[config.mk]
export PLATFORM = sky130hd
export DESIGN_NAME = aarm_cell
export DESIGN_NICKNAME = d
export VERILOG_FILES = /design/src/rtl/core/aarm_pkg.sv /design/src/rtl/core/aarm_cell.sv
export SDC_FILE = /design/constraint.sdc
export NUM_CORES = 1
export LEC_CHECK = 0
export ABC_AREA = 1
export BUFFER_PORTS_ARGS = -buffer_cell sky130_fd_sc_hd__buf_2
export CORE_ASPECT_RATIO = 1.75
export CORE_MARGIN = 3
export CORE_UTILIZATION = 40
export CTS_CLUSTER_DIAMETER = 30
export CTS_CLUSTER_SIZE = 30
export DETAILED_ROUTE_END_ITERATION = 10
export PLACE_DENSITY_LB_ADDON = 0.25
export SETUP_SLACK_MARGIN = 0.3
export SYNTH_ARGS = -nofsm -noshare
export SYNTH_HDL_FRONTEND = slang
export SYNTH_SLANG_ARGS = --single-unit
export TNS_END_PERCENT = 5
[constraint.sdc]
create_clock -name clock -period 9.55 [get_ports clock]
set_input_delay 1.91 -clock clock [delete_from_list [all_inputs] [get_ports clock]]
set_output_delay 1.91 -clock clock [all_outputs]
set_load 0.02 [all_outputs]
[src/rtl/core/aarm_pkg.sv]
package aarm_pkg;

   localparam int FRAC_BITS_DEF    = 14;
   localparam int CORDIC_STEPS_DEF = 16;
   localparam int MAX_STEPS        = 32;

   // Q.30 constants, widths hold 2*pi and headroom
   localparam int QW = 36;
   localparam logic signed [QW-1:0] Q30_ONE     = 36'sd1073741824;
   localparam logic signed [QW-1:0] Q30_PI      = 36'sd3373259426;
   localparam logic signed [QW-1:0] Q30_TWO_PI  = 36'sd6746518852;
   localparam logic signed [QW-1:0] Q30_HALF_PI = 36'sd1686629713;
   localparam logic signed [QW-1:0] CORDIC_GAIN = 36'sd652032874;

   typedef struct packed {
      logic signed [15:0] axis_x;
      logic signed [15:0] axis_y;
      logic signed [15:0] axis_z;
      logic signed [15:0] angle;
   } req_type;

   typedef struct packed {
      logic signed [15:0] m11;
      logic signed [15:0] m12;
      logic signed [15:0] m13;
      logic signed [15:0] m21;
      logic signed [15:0] m22;
      logic signed [15:0] m23;
      logic signed [15:0] m31;
      logic signed [15:0] m32;
      logic signed [15:0] m33;
   } rsp_type;

   // Data handed from cell to cell along the CORDIC chain
   typedef struct packed {
      logic                 neg;
      logic signed [QW-1:0] cx;
      logic signed [QW-1:0] cy;
      logic signed [QW-1:0] cz;
      logic signed [15:0]   x;
      logic signed [15:0]   y;
      logic signed [15:0]   z;
   } cell_type;

   // truncated atan(2^-i) in Q.30
   function automatic logic signed [QW-1:0] atan_q30(input logic [4:0] i);
      logic [31:0] v;
      case (i)
         5'd0:  v = 32'h3243F6A8;  5'd1:  v = 32'h1DAC6705;
         5'd2:  v = 32'h0FADBAFC;  5'd3:  v = 32'h07F56EA6;
         5'd4:  v = 32'h03FEAB76;  5'd5:  v = 32'h01FFD55B;
         5'd6:  v = 32'h00FFFAAA;  5'd7:  v = 32'h007FFF55;
         5'd8:  v = 32'h003FFFEA;  5'd9:  v = 32'h001FFFFD;
         5'd10: v = 32'h000FFFFF;  5'd11: v = 32'h0007FFFF;
         5'd12: v = 32'h0003FFFF;  5'd13: v = 32'h0001FFFF;
         5'd14: v = 32'h0000FFFF;  5'd15: v = 32'h00007FFF;
         5'd16: v = 32'h00003FFF;  5'd17: v = 32'h00001FFF;
         5'd18: v = 32'h00000FFF;  5'd19: v = 32'h000007FF;
         5'd20: v = 32'h000003FF;  5'd21: v = 32'h000001FF;
         5'd22: v = 32'h000000FF;  5'd23: v = 32'h0000007F;
         5'd24: v = 32'h0000003F;  5'd25: v = 32'h0000001F;
         5'd26: v = 32'h0000000F;  5'd27: v = 32'h00000008;
         5'd28: v = 32'h00000004;  5'd29: v = 32'h00000002;
         5'd30: v = 32'h00000001;  default: v = 32'h00000000;
      endcase
      return signed'({4'b0000, v});
   endfunction

endpackage

[src/rtl/core/aarm_cell.sv]
// One rotation-mode CORDIC iteration, registered
module aarm_cell #(
   parameter int STEP = 0
) (
   input  logic                clock,
   input  logic                en,
   input  aarm_pkg::cell_type  d,
   output aarm_pkg::cell_type  q
);
   import aarm_pkg::*;

   cell_type q_ff, q_in;

   always_comb begin
      q_in = d;
      if (d.cz >= 0) begin
         q_in.cx = d.cx - (d.cy >>> STEP);
         q_in.cy = d.cy + (d.cx >>> STEP);
         q_in.cz = d.cz - atan_q30(5'(STEP));
      end else begin
         q_in.cx = d.cx + (d.cy >>> STEP);
         q_in.cy = d.cy - (d.cx >>> STEP);
         q_in.cz = d.cz + atan_q30(5'(STEP));
      end
   end

   always_ff @(posedge clock) begin
      if (en) begin
         q_ff <= q_in;
      end
   end

   assign q = q_ff;
endmodule

==> impl.org, run 1 <==
** Outcome
- The run finished with clean final reports.

** Detailed routing
- After detailed routing, the average wire length per cell comes to 19.7 um.
- Antenna Nets Post-Route :: 0
- The detailed router finished its first iteration with 1,068 violations.
- First-pass iteration count of the detailed router :: 6
- Average vias per placed instance :: 5.30
- Number of vias after detailed routing :: 14,900
- DRC :: 0
- Summed over all layers, the routed wires come to 55,600 um.

** Timing
- Max Slew Vio Count :: 0
- In this run the tightest slew margin relative to its limit is 32.1%.
- Worst Tran Pin Value :: 1020 ps
- Final hold viol count :: 0
- Final number of setup-violating endpoints :: 0
- Crit path setup slack, layout :: 3930 ps
- For the final routed database, the setup TNS stands at 0 ps.
- The worst path uses 58.9% of the clock period.
- After layout, the minimum clock period comes to 5620 ps.
- RSZ-0062 raised after global routing :: false
- Derived from the worst setup path, the maximum achievable clock frequency is 0.178 GHz.
- Minimum hold slack :: 1630 ps

** Cells and area
- Most used cells in the layout excluding fill and tap cells :: nand2_1, buf_2, inv_1
- The post-route netlist has 16.9% of its cells at a drive strength greater than 1.
- Number of flip-flops under the largest register name :: 156
- Post-route cell area :: 17,100 um^2
- The count of cells in the finished layout, fillers not included, comes to 2,819.
- In the final design database the tool counted 2,639 nets.
- Post-route core utilization :: 47.9%
- Synth-to-Final Area Change :: 17.0%
- Counting the fill cells in the layout gives 3,666.
- The library cell used most frequently in the layout, excluding fill and tap cells, is nand2_1.

** Global route
- Via count of the first global-routing pass :: 14,900
- For this run the aggregate overflow at the end of global routing stands at 0.
- The initial antenna violation count came to 4.
- Global-route usage over all layers :: 28.0%
- Wire length of the first global-routing pass :: 82,100 um
- Entering global routing, the biggest net connects 84 pins.

** Synth
- In this run, synthesis produced a sequential element count of 156.
- Warning count from the yosys run :: 0
- Of all cell types, the one taking the most synthesized area is edfxtp_1.
- Syn nets :: 2,348
- Average footprint of a synthesized cell :: 7.12 um^2
- The mapped netlist covers 14,600 um^2.
- Number of distinct library cells after synthesis :: 46
- Share of synthesized area occupied by flip-flops and latches :: 32.1%
- Gate Count Post-Synth :: 2,048
- In this run the biggest area consumer among cell types represents 32.1% of the synthesized area.
- In the post-synthesis netlist, the biggest area contributors are edfxtp_1, nand2_1, ha_1.

** Floorplan
- The die covers 38,900 um^2.
- The die is 150 um wide.
- The initialized floorplan defines 91 standard-cell rows.
- For this configuration, the core starts out at a cell density of 40.9%.
- Placeable core area :: 35,600 um^2
- In this run the count of I/O pins placed on the die edge is 316.
- Vertical extent of the die :: 259 um

** Power
- Worst IR drop on VDD :: 0.000107 V
- For this design the ratio of total power to cell area is 150 nW/um^2.
- Clock power frac :: 28.0%
- Sequential group share of total power :: 34.9%
- Final total power :: 2.56 mW
- Int Pwr :: 1.55 mW
- Sw power :: 1.01 mW
- P_leak :: 8.56 nW
- Comb pwr share :: 37.1%
- Sw Ratio :: 39.6%

** Place
- Detailed placement ended at an HPWL of 46,700 um.
- Cells after DPL :: 2,785
- Timing analysis after detailed placement gives a worst setup slack of 3600 ps.
- Port Buffer Count :: 315
- Routability-driven placement finished with a final weighted congestion of 1.01.
- After detailed placement, the total cell area comes to 16,500 um^2.

** Clocking
- Number of levels the H-tree was split into :: 4
- Gates resized during post-CTS repair numbered 0.
- In this run the post-CTS setup repair buffer count came out at 0.
- Clock Root Buffer :: clkbuf_16
- Buffers inserted to repair hold after CTS numbered 0.
- Maximum root-to-sink buffer count :: 2
- TritonCTS built the clock tree.
- Total clock buffers created by CTS :: 17
- Counting every sink on the clock net gives 156.
- After clock tree synthesis, the clock-pin slew on the worst setup and hold paths is 80 ps.

** Critical path
- Critical Path Sink Type :: flip-flop
- Of all nets on the critical path, the largest fanout is 83.
- Startpoint type of the worst setup path :: input port
- In this run the worst setup path begins at d[83].
- The setup path with the least slack is of type in -> reg.
- STA puts the critical path data arrival time at 5820 ps.
- Req. time, crit path :: 9750 ps

** Hold path
- The startpoint identified for the worst hold timing path is d[7].
- Along the worst hold path, the cell count comes to 1.
- Hold Crit Class :: in -> reg
- For hold timing, the worst endpoint is q[7].

** Run
- Across the run, the number of max-cap violations was 0.
==> per-layer routing <==
metal	wire (um)	share of wire, %	track usage (%)	vias to the layer above
met2	29400	53	53.2	622
met4	5210	9.4	22.4	2
met3	2660	4.8	3.73	211
met1	18300	33	25.8	6802
met5	13	0.023	0	-
li1	-	-	-	7298
==> power by group through the flow <==
stage,Combinational [mW],Clock [mW],Sequential (mW)
5_1_grt,1.04,0.763,0.899
3_5_place_dp,0.941,0,0.908
6_report,0.950,0.716,0.892
2_1_floorplan,0.489,0,1.02
3_3_place_gp,0.935,0,0.907
4_1_cts,0.945,0.733,0.894
==> worst max path at each step <==
stage | endpoint | depth (start not counted) | slack [ps]
5_1_grt | q[80] | 18 | 3710
6_report | q[80] | 18 | 3930
2_1_floorplan | q[73] | 18 | 5010
4_1_cts | q[80] | 18 | 4070
3_5_place_dp | q[80] | 18 | 3600
3_3_place_gp | q[80] | 18 | 3700
==> synth_stat cells, drive strengths merged <==
| master | n |
|---|---|
| fa | 4 |
| a211oi | 1 |
| xnor2 | 10 |
| a21boi | 4 |
| clkbuf | 5 |
| nor3 | 19 |
| o211ai | 5 |
| nand3 | 175 |
| xor2 | 52 |
| nor4 | 7 |
| and2 | 1 |
| a21oi | 168 |
| ha | 137 |
| o21bai | 20 |
| inv | 302 |
| o21ai | 137 |
| nand2 | 575 |
| a31oi | 6 |
| nand4 | 21 |
| or2 | 5 |
| a21o | 9 |
| o21a | 7 |
| buf | 41 |
| edfxtp | 156 |
| nor2 | 181 |
==> worst max-delay path, cell delays in order <==
cell and delay [ps]:
buf_2 110, inv_1 100, ha_1 200, nand3_1 80
nor2_1 50, nand4_1 100, nor2_2 70, nor2_4 70
buf_4 730, inv_2 420, ha_1 410, nand3_1 70
nand2_1 130, a21boi_0 220, o21ai_0 660, nand4_1 240
nand3_1 130, nand2_1 60
==> kinds of logic after synthesis <==
| family | after synthesis | synth area share (%) |
|---|---|---|
| compound gates | 357 | 13.4 |
| xor+xnor | 62 | 3.72 |
| flops | 156 | 32.1 |
| simple gates | 984 | 28.5 |
| buf+inv | 348 | 10.0 |
| fa+ha+maj | 141 | 12.3 |
==> final cells by class <==
| cell class | count | area [um^2] | share of cell area [%] |
|---|---|---|---|
| sequential | 156 | 4680 | 27.5 |
| timing repair buffer | 318 | 1610 | 9.41 |
| multi-input combinational | 1544 | 8450 | 49.5 |
| inverter | 302 | 1140 | 6.66 |
| clock buffer | 17 | 425 | 2.49 |
| clock inverter | 15 | 178 | 1.04 |
| tap | 465 | 582 | 3.41 |
| antenna | 2 | 5.00 | 0.0293 |
No activity file was read; power rests on OpenSTA's default activity.
==> inputs of run 2 (changes only) <==
Clock period 9.55 ns to 5.7 ns, I/O delays scaled along.
==> run 2 against run 1 <==
Against the previous run: global-route usage rose by 1.0 points; die area did not move; clock power grew 69%; sequential cell count did not move; sequential share of layout area about the same; critical endpoint is now q[82]; largest power group unchanged; highest routed layer is now met4.
==> impl.org, run 2 (synthesized netlist as in run 1, its figures left out) <==
** Timing
- Total negative slack :: 0 ps (unchanged)
- For this run, the top clock speed supported by timing is 0.233 GHz.
- Minimum hold slack :: 860 ps (-773 ps)
- The worst slew slack as a fraction of its limit was 44.9% (+13 points).
- The number of pins with negative max-slew slack in the final report came to 0 (unchanged).
- Fraction of the cycle the final worst path needs :: 75.3%
- Crit path setup slack, layout :: 1410 ps (-2520 ps)
- Final number of setup-violating endpoints :: 0 (unchanged)
- Final critical delay including setup and external delays :: 4290 ps
- The transition time at the pin with the least slew margin was 827 ps (-192 ps).
- Setup repair after global routing left no endpoint under its margin.
- The final hold violation count was 0 (unchanged).

** Power
- Worst IR drop on VDD :: 0.000187 V (+74%)
- Power density over the cells :: 252 nW/um^2 (+68%)
- The static leakage came to 8.57 nW (about the same).

** Detailed routing
- Average vias per placed instance :: 5.29 (about the same)
- Detailed-route wire length per cell :: 20.5 um (+3.7%)
- The vias after detailed routing was 14,900 (+0.020%).
- First-pass iteration count of the detailed router :: 6 (unchanged)
- The routed wire length came to 57,700 um (+3.8%).
- The number of nets with antenna violations after routing came to 0 (unchanged).
- The DRC violation count after routing came to 0 (unchanged).
- The initial detailed-routing violation count came to 902 (-16%).

** Critical path
- The largest fanout on the critical path was 18 (-78%).
- STA classifies the critical path endpoint as a flip-flop.
- The data required time at the worst endpoint is 5910 ps (-3840 ps).
- The critical path in this run is classified as in -> reg.
- The largest stage delay on the critical path is 550 ps (-180 ps).
- Crit-path leading delay family :: simple AND/OR/NAND/NOR gates
- Cell at the slowest stage of the critical path :: o21ai_0
- Worst Path Arrival :: 4500 ps (-1320 ps)
- The signal on the critical path passes through buf_2, inv_1, ha_1, nand3_1, nor2_1, nand4_1, nor2_2, nor2_4, inv_2, ha_1, nand2_1, o21ai_0, a21oi_1, o21ai_0, nand4_1, nand3_1, nand2_1.
- STA classifies the critical path startpoint as an input port.
- The buffers plus inverters on the worst setup path was 3 (-1).

** Outcome
- Status :: finished clean

** Clocking
- Post-cts repair resize count :: 0 (unchanged)
- The number of buffers on the longest clock path came to 2 (unchanged).
- The tree is rooted in a clkbuf_16.
- The clock-pin slew on the worst setup and hold paths came to 80 ps (about the same).
- Setup fix buffers added after clock tree synthesis :: 0 (unchanged)
- TritonCTS built the clock tree.
- Total clock buffers created by CTS :: 17 (unchanged)
- Hold buffer count at cts :: 0 (unchanged)
- The number of levels in the clock H-tree came to 4 (unchanged).
- The clock sink count came to 156 (unchanged).

** Run
- The max-capacitance violation count was 0 (unchanged).

** Global route
- Pin count of the biggest net entering global routing :: 85 (+1.2%)
- Wire length of the first global-routing pass :: 84,500 um (+3.0%)
- Global-route usage over all layers :: 29.0% (+1.0 points)
- Via count of the first global-routing pass :: 15,000 (+0.48%)
- Global route overflow :: 0 (unchanged)
- Number of antenna violations at the first check in global routing :: 3 (-1)

** Floorplan
- Boundary pin count :: 316 (unchanged)
- Placeable core area :: 35,600 um^2 (unchanged)
- The initial cell density of the core came to 40.9% (unchanged).
- The die area was 38,900 um^2 (unchanged).
- Num rows :: 91 (unchanged)
- The die boundary width was 150 um (unchanged).
- The vertical extent of the die came to 259 um (unchanged).

** Hold path
- The instance count along the most critical hold path came to 1 (unchanged).
- The min-delay analysis places its worst path in the category in -> reg.
- End point of the most critical hold path :: q[7]
- Min-Delay Startpoint :: d[7]

** Cells and area
- The share of final-layout standard cells stronger than drive strength 1 came to 16.9% (+0.028 points).
- Most used cells in the layout excluding fill and tap cells :: nand2_1, buf_2, inv_1
- Leaving out fill and tap cells, the most frequent cell in the layout is nand2_1.
- NumNets Final :: 2,641 (+0.076%)
- From synthesis to final layout, the design area changed by 17.1%.
- Filler Cells Inserted :: 3,728 (+1.7%)
- Number of flip-flops under the largest register name :: 156 (unchanged)

** Place
- The pre-CTS setup slack was 1130 ps (-2470 ps).
- Port Buffer Count :: 315 (unchanged)
- The final weighted congestion in routability-driven placement was 1.01 (about the same).
- DP HPWL :: 48,500 um (+4.0%)
-- run 2: cell types whose count changed in the layout (fill, tap and decap cells not counted), sizes merged --
cell / before / now
diode: 2 / 3
inv: 310 / 309
clkinvlp: 0 / 1
buf: 318 / 320
-- run 2: layout make-up --
| class | instances | area [um^2] | area share [%] |
|---|---|---|---|
| tap | 465 | 582 | 3.41 |
| inverter | 302 | 1140 | 6.65 |
| clock inverter | 15 | 181 | 1.06 |
| antenna | 3 | 7.51 | 0.0439 |
| clock buffer | 17 | 425 | 2.49 |
| multi-input combinational | 1544 | 8450 | 49.5 |
| timing repair buffer | 320 | 1620 | 9.48 |
| sequential | 156 | 4680 | 27.4 |
-- run 2: worst max-delay path by stage --
stage	from	end	depth (start not counted)
global placement	d[67]	q[80]	15
CTS	d[67]	q[72]	14
floorplan	d[83]	q[73]	18
detailed placement	d[83]	q[72]	17
global route	d[83]	q[74]	17
finish	d[83]	q[82]	17
-- run 2: where the power goes --
group | leakage (nW) | internal (mW) | switching [mW]
Combinational | 6.75 | 0.477 | 1.12
Sequential | 1.52 | 1.45 | 0.0438
Clock | 0.296 | 0.664 | 0.549
Total | 8.57 | 2.59 | 1.72
-- run 2: layer usage --
metal	part of all wire, %	track usage (%)
met5	0	0
met4	8.2	21.8
met3	5.0	4.36
met2	54	56.3
met1	32	26.0
-- run 2: metrics by stage --
stage          power [mW]  utilization, %  instances  area (um^2)
2_1_floorplan        2.52               -       2048        14600
3_3_place_gp         3.09            46.2       2787        16500
3_5_place_dp         3.10            46.2       2787        16500
4_1_cts              4.32            47.9       2819        17100
5_1_grt              4.53            47.9       2822        17100
6_report             4.31            47.9       2822        17100
==> inputs of run 3 (changes only) <==
Clock period 5.7 ns to 3.8 ns, I/O delays scaled along.
==> run 3 against run 2 <==
Against the previous run: utilization increased by 1.6 points; critical path depth unchanged; non-clock buffer count up 70; global-route usage up 0.37 points; clock power rose by 47%; combinational power grew 57%; power up 52%; via count rose by 1.1%; first-iteration DRC count is 5.3% higher; largest cell class unchanged.
==> impl.org, run 3 (synthesized netlist as in run 1, its figures left out) <==
** Critical path
- STA classifies the critical path endpoint as a flip-flop.
- Worst Setup Path Type :: in -> reg
- The largest fanout on the critical path came to 7 (-11).
- Req. time, crit path :: 4000 ps (-1910 ps)
- The arrival time of data at the critical path endpoint was 3420 ps (-1080 ps).
- The signal on the critical path passes through buf_2, nor4_2, nand4_1, nor2_2, nor2_4, inv_2, buf_12, buf_4, ha_1, a21oi_1, o21ai_0, a21oi_1, nand2_1, a21oi_1, nand2_1, nand3_1, nand2_1.
- The buffers plus inverters on the worst setup path was 4 (+1).
- The worst setup path is launched from an input port.
- Grouping stages by cell kind, the critical path spends the most delay in simple AND/OR/NAND/NOR gates.
- Among all stages on the critical path, the largest delay is contributed by nor4_2.
- Worst stage delay on the critical path :: 430 ps (-120 ps)

** Clocking
- The number of levels in the clock H-tree came to 4 (unchanged).
- Setup fix buffers added after clock tree synthesis :: 0 (unchanged)
- The clock-pin slew on the worst setup and hold paths is 70 ps (about the same).
- CTS placed an instance of clkbuf_16 at the clock tree root.
- Total clock buffers created by CTS :: 17 (unchanged)
- TritonCTS clock tree :: built
- Maximum root-to-sink buffer count :: 2 (unchanged)
- The clock sink count is 156 (unchanged).

** Global route
- The global router's overall resource usage came to 29.4% (+0.37 points).
- Fraction of met2 tracks used by global routing :: 55.6% (-0.70 points)
- The overall overflow remaining after global route was 0 (unchanged).
- The met1 global-route usage came to 26.3% (+0.28 points).
- The largest net degree at the start of global routing is 87 (+2.4%).
- The number of global-route vias before repair was 15,300 (+1.7%).
- The initial antenna violation count came to 2 (-1).
- Wire length of the first global-routing pass :: 85,800 um (+1.5%)
- The met3 routing resource usage after global routing was 4.30% (-0.052 points).
- Layer carrying the most global-route usage :: met2

** Detailed routing
- Number of vias after detailed routing :: 15,100 (+1.1%)
- The initial detailed-routing violation count was 950 (+5.3%).
- The number of nets with antenna violations after routing is 0 (unchanged).
- The per-cell via count in the routed design was 5.23 (-1.3%).
- The routed wire length is 58,100 um (+0.64%).
- The average wire per standard cell came to 20.1 um (-1.8%).
- The DRC violation count after routing was 0 (unchanged).
- First-pass iteration count of the detailed router :: 5 (-1)

** Place
- Cells after DPL :: 2,857 (+2.5%)
- The port buffer count came to 315 (unchanged).
- Routability Congestion :: 1.01 (-0.43%)
- The final HPWL from detailed placement was 49,200 um (+1.4%).
- The pre-CTS setup slack is -73.2 ps (-1200 ps).

** Floorplan
- Die span in x :: 150 um (unchanged)
- The I/O pin count is 316 (unchanged).
- The area of the core was 35,600 um^2 (unchanged).
- Vertical extent of the die :: 259 um (unchanged)
- Floorplan die area :: 38,900 um^2 (unchanged)
- The initial cell density of the core is 40.9% (unchanged).
- Num rows :: 91 (unchanged)

** Timing
- RSZ-0062 raised after global routing :: false
- The transition time at the pin with the least slew margin came to 872 ps (+45.0 ps).
- Fraction of the cycle the final worst path needs :: 84.7%
- Timing would allow up to 0.311 GHz.
- Total negative slack :: 0 ps (unchanged)
- The number of pins with negative max-slew slack in the final report is 0 (unchanged).
- Max-slew headroom at the worst pin :: 41.9% (-3.0 points)
- The final worst setup slack is 581 ps (-827 ps).
- The final hold violation count is 0 (unchanged).
- Final critical delay including setup and external delays :: 3220 ps
- Final number of setup-violating endpoints :: 0 (unchanged)

** Run
- Maximum Capacitance Violations :: 0 (unchanged)

** Power
- Clock power frac :: 27.2% (-1.0 points)
- Worst IR drop on VDD :: 0.000261 V (+40%)
- The fraction of power spent switching nets was 40.0% (+0.21 points).
- Final total power :: 6.52 mW (+52%)
- Sequential group share of total power :: 34.3% (-0.4 points)
- Power density over the cells :: 370 nW/um^2 (+47%)
- Comb pwr share :: 38.5% (+1.3 points)
- The cell internal power dissipation came to 3.91 mW (+51%).
- Sw power :: 2.61 mW (+52%)
- P_leak :: 8.91 nW (+4.0%)

** Cells and area
- Number of flip-flops under the largest register name :: 156 (unchanged)
- Filler Cells Inserted :: 3,665 (-1.7%)
- Leaving out fill and tap cells, the most frequent cell in the layout is nand2_1.
- The final design utilization is 49.5% (+1.6 points).
- The library cells used most frequently in the layout, excluding fill and tap cells, are nand2_1, buf_2, inv_1.
- Number of standard cells in the layout, taps in and fillers out :: 2,891 (+2.4%)
- NumNets Final :: 2,711 (+2.7%)
- The share of final-layout standard cells stronger than drive strength 1 is 19.5% (+2.5 points).
- The area growth from synthesis to layout is 21.0%.

** Hold path
- In this run the worst hold path is classified as in -> reg.

** Outcome
- Status :: finished clean
==> run 3: timing repair <==
| item | in CTS | in global routing |
|---|---|---|
| hold buffers | 0 | 0 |
| setup endpoints to repair | 0 | 12 |
| resized for setup | 0 | 3 |
==> run 3: final timing paths <==
check / from / to / slack [ps] / depth (start not counted)
worst max-delay path: d[67] / q[83] / 580 / 17
worst min-delay path: d[9] / q[9] / 480 / 1
==> run 3: power groups by stage <==
stage / Clock (mW) / Combinational [mW] / Sequential (mW)
finish: 1.78 / 2.51 / 2.24
global route: 1.89 / 2.74 / 2.25
CTS: 1.83 / 2.50 / 2.24
detailed placement: 0 / 2.49 / 2.28
global placement: 0 / 2.47 / 2.27
floorplan: 0 / 1.23 / 2.55
==> run 3: stage by stage <==
stage	hold slack, ps	cell area [um^2]
after floorplan	859	14600
after detailed placement	938	17000
after CTS	461	17600
after global routing	465	17600
final	485	17600
after global placement	937	17000
==> run 3: layer usage <==
| metal | vias up | share of wire [%] |
|---|---|---|
| li1 | 7433 | - |
| met1 | 6847 | 32 |
| met2 | 619 | 53 |
| met3 | 207 | 5.1 |
| met4 | 0 | 10 |
| met5 | - | 0 |
==> run 3: area by class of cell <==
class	count	area, um^2	area share (%)
sequential	156	4680	26.5
inverter	302	1140	6.44
clock buffer	17	425	2.41
timing repair buffer	390	2180	12.4
tap	465	582	3.30
clock inverter	15	171	0.971
antenna	2	5.00	0.0284
multi-input combinational	1544	8460	47.9
